### src/rtl/core/psfp_pkg.sv
package psfp_pkg;

    // Storage and counter sizing
    localparam int DEF_BUFFER_BYTES = 40;
    localparam int CNT_W            = 6;

    localparam logic [15:0]      START_WORD       = 16'h424D;
    localparam logic [CNT_W-1:0] HEAD_BYTES       = 6'd4;
    localparam logic [15:0]      WAIT_LIMIT_RESET = 16'd1000;

    // Command codes
    localparam logic [1:0] CMD_BYTE    = 2'd0;
    localparam logic [1:0] CMD_TICK    = 2'd1;
    localparam logic [1:0] CMD_TRIGGER = 2'd2;

    // Status codes
    localparam logic [2:0] STAT_OK          = 3'd0;
    localparam logic [2:0] STAT_TIMEOUT     = 3'd1;
    localparam logic [2:0] STAT_SHORT_HEAD  = 3'd2;
    localparam logic [2:0] STAT_BAD_START   = 3'd3;
    localparam logic [2:0] STAT_UNKNOWN_LEN = 3'd4;
    localparam logic [2:0] STAT_TOO_LONG    = 3'd5;
    localparam logic [2:0] STAT_SHORT_BODY  = 3'd6;
    localparam logic [2:0] STAT_CHECKSUM    = 3'd7;

    // Frame size classes
    localparam logic [1:0] CLASS_24 = 2'd0;
    localparam logic [1:0] CLASS_32 = 2'd1;
    localparam logic [1:0] CLASS_40 = 2'd2;

    typedef struct packed {
        logic [1:0] command;
        logic [7:0] rx_byte;
    } cmd_item_t;

    typedef struct packed {
        logic [2:0]  status;
        logic [1:0]  frame_type;
        logic [4:0]  word_index;
        logic [15:0] word_value;
        logic        last;
    } res_item_t;

    typedef struct packed {
        logic      push;
        res_item_t item;
    } res_push_t;

    typedef struct packed {
        logic [1:0] count;
        logic       pop;
    } outq_stat_t;

    function automatic logic [CNT_W-1:0] frame_bytes(input logic [1:0] cls);
        logic [CNT_W-1:0] n;
        unique case (cls)
            CLASS_24: n = 6'd24;
            CLASS_32: n = 6'd32;
            default:  n = 6'd40;
        endcase
        return n;
    endfunction

    // Index of the final data word in a frame of the given class
    function automatic logic [4:0] last_word(input logic [1:0] cls);
        logic [4:0] n;
        unique case (cls)
            CLASS_24: n = 5'd8;
            CLASS_32: n = 5'd12;
            default:  n = 5'd16;
        endcase
        return n;
    endfunction

endpackage

### src/rtl/core/psfp_chan_if.sv
interface psfp_chan_if #(
    parameter type payload_t = logic
);
    logic     valid;
    logic     ready;
    payload_t data;

    modport source (output valid, output data, input ready);
    modport sink   (input valid, input data, output ready);
endinterface

### src/rtl/core/psfp_ram.sv
module psfp_ram #(
    parameter int WIDTH = 8,
    parameter int DEPTH = psfp_pkg::DEF_BUFFER_BYTES,
    localparam int AW   = $clog2(DEPTH)
) (
    input  logic             clk,
    input  logic             wr_en,
    input  logic [AW-1:0]    wr_addr,
    input  logic [WIDTH-1:0] wr_data,
    input  logic             rd_en,
    input  logic [AW-1:0]    rd_addr_a,
    input  logic [AW-1:0]    rd_addr_b,
    output logic [WIDTH-1:0] rd_data_a,
    output logic [WIDTH-1:0] rd_data_b
);

    logic [WIDTH-1:0] mem_reg [DEPTH];
    logic [WIDTH-1:0] rd_a_reg;
    logic [WIDTH-1:0] rd_b_reg;

    always_ff @(posedge clk)
    begin
        if (wr_en)
        begin
            mem_reg[wr_addr] <= wr_data;
        end
        if (rd_en)
        begin
            rd_a_reg <= mem_reg[rd_addr_a];
            rd_b_reg <= mem_reg[rd_addr_b];
        end
    end

    assign rd_data_a = rd_a_reg;
    assign rd_data_b = rd_b_reg;

endmodule

### src/rtl/core/psfp_outq.sv
module psfp_outq (
    input  logic                   clk,
    input  logic                   rst_n,
    input  psfp_pkg::res_push_t    q_push,
    output psfp_pkg::outq_stat_t   q_stat,
    psfp_chan_if.source            res
);

    psfp_pkg::res_item_t entry_reg [2];
    logic                wr_ptr_reg;
    logic                wr_ptr_next;
    logic                rd_ptr_reg;
    logic                rd_ptr_next;
    logic [1:0]          count_reg;
    logic [1:0]          count_next;
    logic                pop;

    assign res.valid = (count_reg != 2'd0);
    assign res.data  = entry_reg[rd_ptr_reg];
    assign pop       = res.valid && res.ready;

    assign q_stat.count = count_reg;
    assign q_stat.pop   = pop;

    always_comb
    begin
        wr_ptr_next = q_push.push ? ~wr_ptr_reg : wr_ptr_reg;
        rd_ptr_next = pop ? ~rd_ptr_reg : rd_ptr_reg;
        count_next  = count_reg + {1'b0, q_push.push} - {1'b0, pop};
    end

    always_ff @(posedge clk or negedge rst_n)
    begin
        if (!rst_n)
        begin
            wr_ptr_reg <= 1'b0;
            rd_ptr_reg <= 1'b0;
            count_reg  <= 2'd0;
        end
        else
        begin
            wr_ptr_reg <= wr_ptr_next;
            rd_ptr_reg <= rd_ptr_next;
            count_reg  <= count_next;
        end
    end

    always_ff @(posedge clk)
    begin
        if (q_push.push)
        begin
            entry_reg[wr_ptr_reg] <= q_push.item;
        end
    end

    // The controller's credit check must never overfill the queue
    a_no_overflow: assert property (@(posedge clk) disable iff (!rst_n)
        q_push.push |-> (count_reg != 2'd2))
        else $error("result queue overflow");

endmodule

### src/rtl/core/psfp_ctrl.sv
module psfp_ctrl #(
    parameter int BUFFER_BYTES = psfp_pkg::DEF_BUFFER_BYTES,
    localparam int AW          = $clog2(BUFFER_BYTES)
) (
    input  logic                  clk,
    input  logic                  rst_n,
    psfp_chan_if.sink             cmd,
    psfp_chan_if.sink             cfg,
    output logic                  ram_wr_en,
    output logic [AW-1:0]         ram_wr_addr,
    output logic [7:0]            ram_wr_data,
    output logic                  ram_rd_en,
    output logic [AW-1:0]         ram_rd_addr_a,
    output logic [AW-1:0]         ram_rd_addr_b,
    input  logic [7:0]            ram_rd_data_a,
    input  logic [7:0]            ram_rd_data_b,
    input  psfp_pkg::outq_stat_t  q_stat,
    output psfp_pkg::res_push_t   q_push
);

    typedef enum logic [1:0] {ST_IDLE, ST_HEAD, ST_BODY, ST_EMIT} state_t;

    localparam int CW = psfp_pkg::CNT_W;

    state_t          state_reg,     state_next;
    logic [CW-1:0]   count_reg,     count_next;
    logic [23:0]     hdr_reg,       hdr_next;
    logic [7:0]      prev_byte_reg, prev_byte_next;
    logic [15:0]     sum_reg,       sum_next;
    logic [15:0]     wait_reg,      wait_next;
    logic [1:0]      class_reg,     class_next;
    logic [15:0]     limit_reg,     limit_next;
    logic [4:0]      word_reg,      word_next;
    logic [CW-1:0]   rd_ptr_reg,    rd_ptr_next;
    logic            pend_reg,      pend_next;
    logic [4:0]      pend_idx_reg,  pend_idx_next;
    logic            pend_last_reg, pend_last_next;

    logic            accept;
    logic [1:0]      command;
    logic [7:0]      rx_byte;
    logic [CW-1:0]   msg_bytes;
    logic [15:0]     wait_inc;
    logic [15:0]     hdr_len;
    logic [16:0]     hdr_total;
    logic [15:0]     sum_add;
    logic [CW-1:0]   rd_ptr_b;
    logic [2:0]      occ_next;
    logic            st_push;
    logic [2:0]      st_code;
    logic [1:0]      st_ft;
    logic            hdr_known;
    logic [1:0]      hdr_class;

    assign command   = cmd.data.command;
    assign rx_byte   = cmd.data.rx_byte;
    assign cmd.ready = (state_reg != ST_EMIT) && !pend_reg && (q_stat.count != 2'd2);
    assign cfg.ready = 1'b1;
    assign accept    = cmd.valid && cmd.ready;

    assign msg_bytes = psfp_pkg::frame_bytes(class_reg);
    assign wait_inc  = (wait_reg == 16'hFFFF) ? wait_reg : wait_reg + 16'd1;
    assign hdr_len   = {hdr_reg[7:0], rx_byte};
    assign hdr_total = {1'b0, hdr_len} + 17'd4;
    assign sum_add   = sum_reg + {8'd0, rx_byte};
    assign rd_ptr_b  = rd_ptr_reg + 6'd1;

    // Queue occupancy after this cycle's push and pop; a read issued now lands next cycle
    assign occ_next  = {1'b0, q_stat.count} + {2'd0, pend_reg} - {2'd0, q_stat.pop};

    always_comb
    begin
        hdr_known = 1'b1;
        hdr_class = psfp_pkg::CLASS_24;
        if (hdr_total == 17'd24)
        begin
            hdr_class = psfp_pkg::CLASS_24;
        end
        else if (hdr_total == 17'd32)
        begin
            hdr_class = psfp_pkg::CLASS_32;
        end
        else if (hdr_total == 17'd40)
        begin
            hdr_class = psfp_pkg::CLASS_40;
        end
        else
        begin
            hdr_known = 1'b0;
        end
    end

    always_comb
    begin
        state_next     = state_reg;
        count_next     = count_reg;
        hdr_next       = hdr_reg;
        prev_byte_next = prev_byte_reg;
        sum_next       = sum_reg;
        wait_next      = wait_reg;
        class_next     = class_reg;
        limit_next     = cfg.valid ? cfg.data : limit_reg;
        word_next      = word_reg;
        rd_ptr_next    = rd_ptr_reg;
        pend_next      = 1'b0;
        pend_idx_next  = pend_idx_reg;
        pend_last_next = pend_last_reg;
        st_push        = 1'b0;
        st_code        = psfp_pkg::STAT_OK;
        st_ft          = '0;
        ram_wr_en      = 1'b0;
        ram_rd_en      = 1'b0;

        if (accept && command == psfp_pkg::CMD_TRIGGER)
        begin
            state_next = ST_HEAD;
            count_next = '0;
            sum_next   = '0;
            wait_next  = '0;
            class_next = psfp_pkg::CLASS_24;
        end
        else if (accept && command == psfp_pkg::CMD_TICK
                 && (state_reg == ST_HEAD || state_reg == ST_BODY))
        begin
            wait_next = wait_inc;
            if (wait_inc >= limit_reg)
            begin
                st_push    = 1'b1;
                state_next = ST_IDLE;
                if (state_reg == ST_HEAD)
                begin
                    st_code = (count_reg == '0) ? psfp_pkg::STAT_TIMEOUT
                                                : psfp_pkg::STAT_SHORT_HEAD;
                end
                else
                begin
                    st_code = (count_reg <= psfp_pkg::HEAD_BYTES) ? psfp_pkg::STAT_TIMEOUT
                                                                 : psfp_pkg::STAT_SHORT_BODY;
                    st_ft   = class_reg;
                end
            end
        end
        else if (accept && command == psfp_pkg::CMD_BYTE && state_reg == ST_HEAD)
        begin
            hdr_next   = {hdr_reg[15:0], rx_byte};
            sum_next   = sum_add;
            count_next = count_reg + 6'd1;
            if (count_reg == psfp_pkg::HEAD_BYTES - 6'd1)
            begin
                if (hdr_reg[23:8] != psfp_pkg::START_WORD)
                begin
                    st_push    = 1'b1;
                    st_code    = psfp_pkg::STAT_BAD_START;
                    state_next = ST_IDLE;
                end
                else if (!hdr_known)
                begin
                    st_push    = 1'b1;
                    st_code    = psfp_pkg::STAT_UNKNOWN_LEN;
                    state_next = ST_IDLE;
                end
                else if (int'(psfp_pkg::frame_bytes(hdr_class)) > BUFFER_BYTES)
                begin
                    st_push    = 1'b1;
                    st_code    = psfp_pkg::STAT_TOO_LONG;
                    state_next = ST_IDLE;
                end
                else
                begin
                    class_next = hdr_class;
                    state_next = ST_BODY;
                end
            end
        end
        else if (accept && command == psfp_pkg::CMD_BYTE && state_reg == ST_BODY)
        begin
            ram_wr_en      = 1'b1;
            prev_byte_next = rx_byte;
            count_next     = count_reg + 6'd1;
            if (count_reg < msg_bytes - 6'd2)
            begin
                sum_next = sum_add;
            end
            if (count_reg == msg_bytes - 6'd1)
            begin
                if ({prev_byte_reg, rx_byte} != sum_reg)
                begin
                    st_push    = 1'b1;
                    st_code    = psfp_pkg::STAT_CHECKSUM;
                    st_ft      = class_reg;
                    state_next = ST_IDLE;
                end
                else
                begin
                    word_next   = '0;
                    rd_ptr_next = psfp_pkg::HEAD_BYTES;
                    state_next  = ST_EMIT;
                end
            end
        end
        else if (state_reg == ST_EMIT && occ_next < 3'd2)
        begin
            // Issue one word read; the data joins the queue next cycle
            ram_rd_en      = 1'b1;
            pend_next      = 1'b1;
            pend_idx_next  = word_reg;
            pend_last_next = (word_reg == psfp_pkg::last_word(class_reg));
            word_next      = word_reg + 5'd1;
            rd_ptr_next    = rd_ptr_reg + 6'd2;
            if (word_reg == psfp_pkg::last_word(class_reg))
            begin
                state_next = ST_IDLE;
            end
        end
    end

    assign ram_wr_addr   = count_reg[AW-1:0];
    assign ram_wr_data   = rx_byte;
    assign ram_rd_addr_a = rd_ptr_reg[AW-1:0];
    assign ram_rd_addr_b = rd_ptr_b[AW-1:0];

    always_comb
    begin
        q_push.push = pend_reg || st_push;
        if (pend_reg)
        begin
            q_push.item.status     = psfp_pkg::STAT_OK;
            q_push.item.frame_type = class_reg;
            q_push.item.word_index = pend_idx_reg;
            q_push.item.word_value = {ram_rd_data_a, ram_rd_data_b};
            q_push.item.last       = pend_last_reg;
        end
        else
        begin
            q_push.item.status     = st_code;
            q_push.item.frame_type = st_ft;
            q_push.item.word_index = '0;
            q_push.item.word_value = '0;
            q_push.item.last       = 1'b1;
        end
    end

    always_ff @(posedge clk or negedge rst_n)
    begin
        if (!rst_n)
        begin
            state_reg     <= ST_IDLE;
            count_reg     <= '0;
            hdr_reg       <= '0;
            prev_byte_reg <= '0;
            sum_reg       <= '0;
            wait_reg      <= '0;
            class_reg     <= psfp_pkg::CLASS_24;
            limit_reg     <= psfp_pkg::WAIT_LIMIT_RESET;
            word_reg      <= '0;
            rd_ptr_reg    <= '0;
            pend_reg      <= 1'b0;
            pend_idx_reg  <= '0;
            pend_last_reg <= 1'b0;
        end
        else
        begin
            state_reg     <= state_next;
            count_reg     <= count_next;
            hdr_reg       <= hdr_next;
            prev_byte_reg <= prev_byte_next;
            sum_reg       <= sum_next;
            wait_reg      <= wait_next;
            class_reg     <= class_next;
            limit_reg     <= limit_next;
            word_reg      <= word_next;
            rd_ptr_reg    <= rd_ptr_next;
            pend_reg      <= pend_next;
            pend_idx_reg  <= pend_idx_next;
            pend_last_reg <= pend_last_next;
        end
    end

    a_last_word_ends_emit: assert property (@(posedge clk) disable iff (!rst_n)
        (pend_reg && pend_last_reg) |-> (state_reg != ST_EMIT))
        else $error("emission continues past the last word");

    a_write_in_frame: assert property (@(posedge clk) disable iff (!rst_n)
        ram_wr_en |-> (state_reg == ST_BODY && count_reg < msg_bytes
                       && int'(count_reg) < BUFFER_BYTES))
        else $error("frame store write outside the frame");

    a_read_in_buffer: assert property (@(posedge clk) disable iff (!rst_n)
        ram_rd_en |-> (int'(rd_ptr_b) < BUFFER_BYTES && rd_ptr_b < msg_bytes - 6'd2))
        else $error("word read beyond the data area");

endmodule

### src/rtl/core/particle_sensor_frame_parser.sv
// Channel | Dir | Payload                                            | Transaction
// --------+-----+----------------------------------------------------+----------------------
// cmd     | in  | command[1:0], rx_byte[7:0]                         | valid && ready
// cfg     | in  | wait_limit_ms[15:0]                                | valid && ready
// res     | out | status[2:0], frame_type[1:0], word_index[4:0],     | valid && ready
//         |     | word_value[15:0], last                             |
//
// Bytes, ticks and triggers are taken one per cycle while cmd is ready; cmd stalls in emission.
// The byte that completes a good frame starts emission: one data word per cycle from the
// dual-read frame store while the output queue has room, 9, 13 or 17 words, with cmd held off.
// Failures give one status result with no gap. cfg is always ready.
// Reset (rst_n low, async) idles the parser and loads a limit of 1000 ticks; the frame
// store has no reset. A stalled res holds two results in the output queue, then cmd stalls.
module particle_sensor_frame_parser #(
    parameter int BUFFER_BYTES = psfp_pkg::DEF_BUFFER_BYTES
) (
    input  logic        clk,
    input  logic        rst_n,
    psfp_chan_if.sink   cmd,
    psfp_chan_if.sink   cfg,
    psfp_chan_if.source res
);

    localparam int AW = $clog2(BUFFER_BYTES);

    // Frame store ports
    logic          ram_wr_en;
    logic [AW-1:0] ram_wr_addr;
    logic [7:0]    ram_wr_data;
    logic          ram_rd_en;
    logic [AW-1:0] ram_rd_addr_a;
    logic [AW-1:0] ram_rd_addr_b;
    logic [7:0]    ram_rd_data_a;
    logic [7:0]    ram_rd_data_b;

    // Controller to result queue
    psfp_pkg::res_push_t  q_push;
    psfp_pkg::outq_stat_t q_stat;

    // Body bytes land here; both bytes of a data word are read together on the two read ports
    psfp_ram #(
        .WIDTH (8),
        .DEPTH (BUFFER_BYTES)
    ) u_store (
        .clk       (clk),
        .wr_en     (ram_wr_en),
        .wr_addr   (ram_wr_addr),
        .wr_data   (ram_wr_data),
        .rd_en     (ram_rd_en),
        .rd_addr_a (ram_rd_addr_a),
        .rd_addr_b (ram_rd_addr_b),
        .rd_data_a (ram_rd_data_a),
        .rd_data_b (ram_rd_data_b)
    );

    // Header check, checksum, timer and word sequencing
    psfp_ctrl #(
        .BUFFER_BYTES (BUFFER_BYTES)
    ) u_ctrl (
        .clk           (clk),
        .rst_n         (rst_n),
        .cmd           (cmd),
        .cfg           (cfg),
        .ram_wr_en     (ram_wr_en),
        .ram_wr_addr   (ram_wr_addr),
        .ram_wr_data   (ram_wr_data),
        .ram_rd_en     (ram_rd_en),
        .ram_rd_addr_a (ram_rd_addr_a),
        .ram_rd_addr_b (ram_rd_addr_b),
        .ram_rd_data_a (ram_rd_data_a),
        .ram_rd_data_b (ram_rd_data_b),
        .q_stat        (q_stat),
        .q_push        (q_push)
    );

    // Two-entry result queue decouples res stalls from the controller
    psfp_outq u_outq (
        .clk    (clk),
        .rst_n  (rst_n),
        .q_push (q_push),
        .q_stat (q_stat),
        .res    (res)
    );

endmodule

### src/flat_wrapper.sv
// flat-port wrapper written by rule: the top's interface ports become plain ports
module particle_sensor_frame_parser_flat 
#(
    parameter int BUFFER_BYTES = psfp_pkg::DEF_BUFFER_BYTES
)
  (clk, rst_n, cmd_valid, cmd_data, cmd_ready, cfg_valid, cfg_data, cfg_ready, res_valid, res_data, res_ready);
  psfp_chan_if #(.payload_t(psfp_pkg::cmd_item_t)) cmd_i ();
  psfp_chan_if #(.payload_t(logic [15:0])) cfg_i ();
  psfp_chan_if #(.payload_t(psfp_pkg::res_item_t)) res_i ();
  input  logic clk;
  input  logic rst_n;
  input wire logic [$bits(cmd_i.valid)-1:0] cmd_valid;
  input wire logic [$bits(cmd_i.data)-1:0] cmd_data;
  output wire logic [$bits(cmd_i.ready)-1:0] cmd_ready;
  input wire logic [$bits(cfg_i.valid)-1:0] cfg_valid;
  input wire logic [$bits(cfg_i.data)-1:0] cfg_data;
  output wire logic [$bits(cfg_i.ready)-1:0] cfg_ready;
  output wire logic [$bits(res_i.valid)-1:0] res_valid;
  output wire logic [$bits(res_i.data)-1:0] res_data;
  input wire logic [$bits(res_i.ready)-1:0] res_ready;
  assign cmd_i.valid = cmd_valid;
  assign cmd_i.data = cmd_data;
  assign cmd_ready = cmd_i.ready;
  assign cfg_i.valid = cfg_valid;
  assign cfg_i.data = cfg_data;
  assign cfg_ready = cfg_i.ready;
  assign res_valid = res_i.valid;
  assign res_data = res_i.data;
  assign res_i.ready = res_ready;
  particle_sensor_frame_parser #(.BUFFER_BYTES(BUFFER_BYTES)) u_core (.clk(clk), .rst_n(rst_n), .cmd(cmd_i), .cfg(cfg_i), .res(res_i));
endmodule
### config.mk
export PLATFORM = sky130hd
export DESIGN_NAME = particle_sensor_frame_parser_flat
export DESIGN_NICKNAME = d
export VERILOG_FILES = /design/src/rtl/core/psfp_pkg.sv /design/src/rtl/core/psfp_chan_if.sv /design/src/rtl/core/psfp_ram.sv /design/src/rtl/core/psfp_outq.sv /design/src/rtl/core/psfp_ctrl.sv /design/src/rtl/core/particle_sensor_frame_parser.sv /design/src/flat_wrapper.sv
export SDC_FILE = /design/constraint.sdc
export NUM_CORES = 1
export LEC_CHECK = 0
export BUFFER_PORTS_ARGS = -buffer_cell sky130_fd_sc_hd__buf_2
export CORE_UTILIZATION = 60
export CTS_CLUSTER_DIAMETER = 50
export DETAILED_ROUTE_END_ITERATION = 8
export PLACE_DENSITY_LB_ADDON = 0.25
export SLEW_MARGIN = 20
export SYNTH_ARGS = -nofsm -noshare
export SYNTH_HDL_FRONTEND = slang
export SYNTH_SLANG_ARGS = --single-unit
### constraint.sdc
create_clock -name clk -period 6.52 [get_ports clk]
set_input_delay 0.652 -clock clk [delete_from_list [all_inputs] [get_ports clk]]
set_output_delay 0.652 -clock clk [all_outputs]
set_load 0.005 [all_outputs]
==> results.py <==
metrics = {
    "global_route": {
        "antenna_found_initial": 3,
        "grt_pass1_wl_mm": 67.6,
        "grt_pass1_vias": 11600,
        "grt_use_total_pct": 25.0,
        "grt_overflow_total": 0,
        "grt_max_degree": 61,
    },
    "yosys": {
        "ys_seq_area_share_pct": 67.3,
        "ys_top_cells_by_count": "edfxtp_1, nand2_1, dfrtp_1",
        "syn-cell-area_um2": 21500,
        "avgSynthCellArea_um2": 15.6,
        "syn-num-nets": 1456,
        "ys_types": 74,
        "async_reset_ff_share_pct": 22.2,
        "synth_top_area_share_pct": 54.4,
        "ys_ff_latch": 501,
        "yosys.cell_count.top_type": "edfxtp_1",
        "syn_inst": 1383,
        "synthFlopType": "edfxtp_1",
        "synth-warning-count": 0,
        "synth_edf_count": 390,
        "synth_top_area_cell": "edfxtp_1",
        "synth.area.top_cells": "edfxtp_1, dfrtp_1, mux4_2, mux4_1, nand2_1",
    },
    "worst_setup_path": {
        "cp_common_cell": "ha_1",
        "rr_worst_depth": 17,
        "crit_buf_inv": 1,
        "path_class": "reg -> reg",
        "end_kind": "flip-flop",
        "crit_family": "compound AO/OA/AOI/OAI gates",
        "startpoint_type": "flip-flop",
        "crit_chain": "ha_1, nand3_1, nor3_1, a21boi_1, nand2_1, xnor2_1, ha_1, a211o_1, nor2_1, a211o_1, a221oi_1, a211oi_2, ha_1, inv_1, ha_1, xnor2_1, xnor2_1",
        "r2r-end": "u_core.u_outq.count_reg[1]",
        "slowest_delay_ns": 0.54,
        "crit_arrival_ns": 4.77,
        "worstReg2RegStart": "u_core.u_ctrl.wait_reg[0]",
        "cp.required_ns": 7.03,
        "reg2reg_slack_ns": 2.26,
        "worstSetupStartpoint": "u_core.u_ctrl.wait_reg[0]",
        "crit_slowest_cell": "a21boi_1",
        "crit_fanout": 9,
    },
    "placement": {
        "detailed_place_hpwl_mm": 26.6,
        "globalplace.congestion": 0.862,
        "place_area_um2": 22200,
        "portBuffers": 59,
        "pre_cts_ws_ns": 2.28,
    },
    "job": {
        "maxCapViolations": 0,
    },
    "clock_tree": {
        "cts_tree": "done",
        "postCtsSetupRepairBufs": 0,
        "cts-root-buf": "clkbuf_16",
        "ctsResizeCount": 0,
        "clk_pin_slew_ns": 0.06,
        "cts-hold-fix-buffers": 0,
        "clock_sinks": 501,
        "clk_latency_ns": 0.61,
        "clk_path_buf_depth": 3,
        "numCtsBuffers": 52,
        "htreeDepth": 2,
    },
    "floorplanning": {
        "coreArea_um2": 35500,
        "die_y_um": 192,
        "start_util_pct": 60.7,
        "rows": 69,
        "io_pins": 61,
        "die-area_um2": 36700,
        "dieWidth_um": 192,
    },
    "timing": {
        "worstMarginPinSlew_ns": 1.11,
        "post-route-period-util_pct": 65.4,
        "drv_slew": 0,
        "fmax_mhz": 235,
        "hold_violations": 0,
        "finalSetupTns_ns": 0,
        "worst_slack_ns": 2.26,
        "fin_skew_ns": 0.0249,
        "slew_headroom_pct": 26.2,
        "period_needed_ns": 4.26,
        "setup_viol": 0,
        "grt_setup_unrepaired": "false",
    },
    "layout": {
        "drive_gt1_share_pct": 19.3,
        "fillers": 2310,
        "area_growth_pct": 11.2,
        "seq_area_um2": 14500,
        "layout.nets": 1524,
        "design_area_um2": 24000,
        "multi_input_comb_area_um2": 6600,
        "largest_reg_flops": 320,
    },
    "routing": {
        "dr.pass1.iters": 8,
        "routedWlPerCell_um": 22.5,
        "antenna_left": 0,
        "wl_mm": 44.1,
        "via_per_inst": 6.09,
        "vias": 11900,
        "drc": 0,
        "first_iter_violations": 1062,
    },
    "power_and_ir_drop": {
        "p_per_area_nw_per_um2": 312,
        "vdd_drop_max_mv": 0.296,
        "p_leak_nw": 8.78,
    },
    "hold_path": {
        "hold_path.class": "in -> async",
    },
    "outcome": {
        "status": "finished clean",
    },
}
-- power breakdown --
part / switching, W / total, W / internal [W]
sequential: 0.000149 / 0.00373 / 0.00358
clock: 0.00124 / 0.00300 / 0.00175
combinational: 0.000433 / 0.000754 / 0.000321
total: 0.00182 / 0.00748 / 0.00565
-- kinds of logic after synthesis --
family                   synth area share [%]
buffers and inverters                    2.13
flip-flops                               67.3
multiplexers                             13.3
adder cells (fa/ha/maj)                  2.56
XOR/XNOR                                 1.63
other                                  0.0174
AO/OA/AOI/OAI                            3.73
AND/OR/NAND/NOR                          9.36
-- placed cells by master, fill, tap and decap left out, types with 9 or more instances in the layout --
master     instances
nand3_1           39
xor2_1            10
buf_2             58
mux4_1            30
nor2_1            85
buf_4             13
clkinv_2          10
dfrtp_1          102
ha_1              40
nand2_1          192
mux2_2            48
xnor2_1           30
clkbuf_16         53
and2_1            29
and3_1            10
clkbuf_1          10
nand2b_1           9
mux4_2            66
a21oi_1           20
nor3_1            14
inv_1             31
edfxtp_1         390
o21ai_0           44
-- worst reg2reg max path: stages, from the launching register on --
cell	delay (ns)
dfrtp_1	0.42
ha_1	0.28
nand3_1	0.17
nor3_1	0.11
a21boi_1	0.54
nand2_1	0.14
xnor2_1	0.16
ha_1	0.30
a211o_1	0.14
nor2_1	0.04
a211o_1	0.32
a221oi_1	0.51
a211oi_2	0.16
ha_1	0.33
inv_1	0.04
ha_1	0.20
xnor2_1	0.18
xnor2_1	0.14
-- per-layer routing --
| layer | wire [µm] | vias to the layer above | global-route usage [%] |
|---|---|---|---|
| met3 | 3600 | 71 | 6.44 |
| met2 | 20600 | 421 | 37.5 |
| met1 | 19000 | 5999 | 36.6 |
| met5 | 19 | - | 0 |
| met4 | 901 | 2 | 6.87 |
| li1 | - | 5425 | - |
-- final cells by class --
type / instances / share of cell area (%)
clock buffers: 64 / 5.75
clock inverters: 33 / 1.49
repair buffers: 72 / 1.73
inverters: 32 / 0.501
diodes: 1 / 0.0104
flip-flops and latches: 501 / 60.5
multi-input cells: 792 / 27.6
well taps: 461 / 2.41
-- metrics by stage --
step                cells  total power [W]  utilization (%)  hold WS (ns)
global route         1955          0.00776             67.5         0.140
CTS                  1954          0.00752             67.4         0.103
detailed placement   1857          0.00454             62.5         0.461
global placement     1857          0.00451             62.5         0.451
finish               1956          0.00748             67.5        0.0953
floorplan            1383          0.00427                -         0.356
-- worst max-delay path by stage --
stage                                          to  slack [ns]  cells after the start
floorplan           u_core.u_outq.entry_reg[1][0]        1.99                     14
global placement       u_core.u_outq.count_reg[1]        2.41                     16
detailed placement     u_core.u_outq.count_reg[1]        2.28                     17
CTS                    u_core.u_outq.count_reg[1]        2.24                     17
global route           u_core.u_outq.count_reg[1]        1.94                     17
finish                 u_core.u_outq.count_reg[1]        2.26                     17
(Power assumes the default switching activity.)
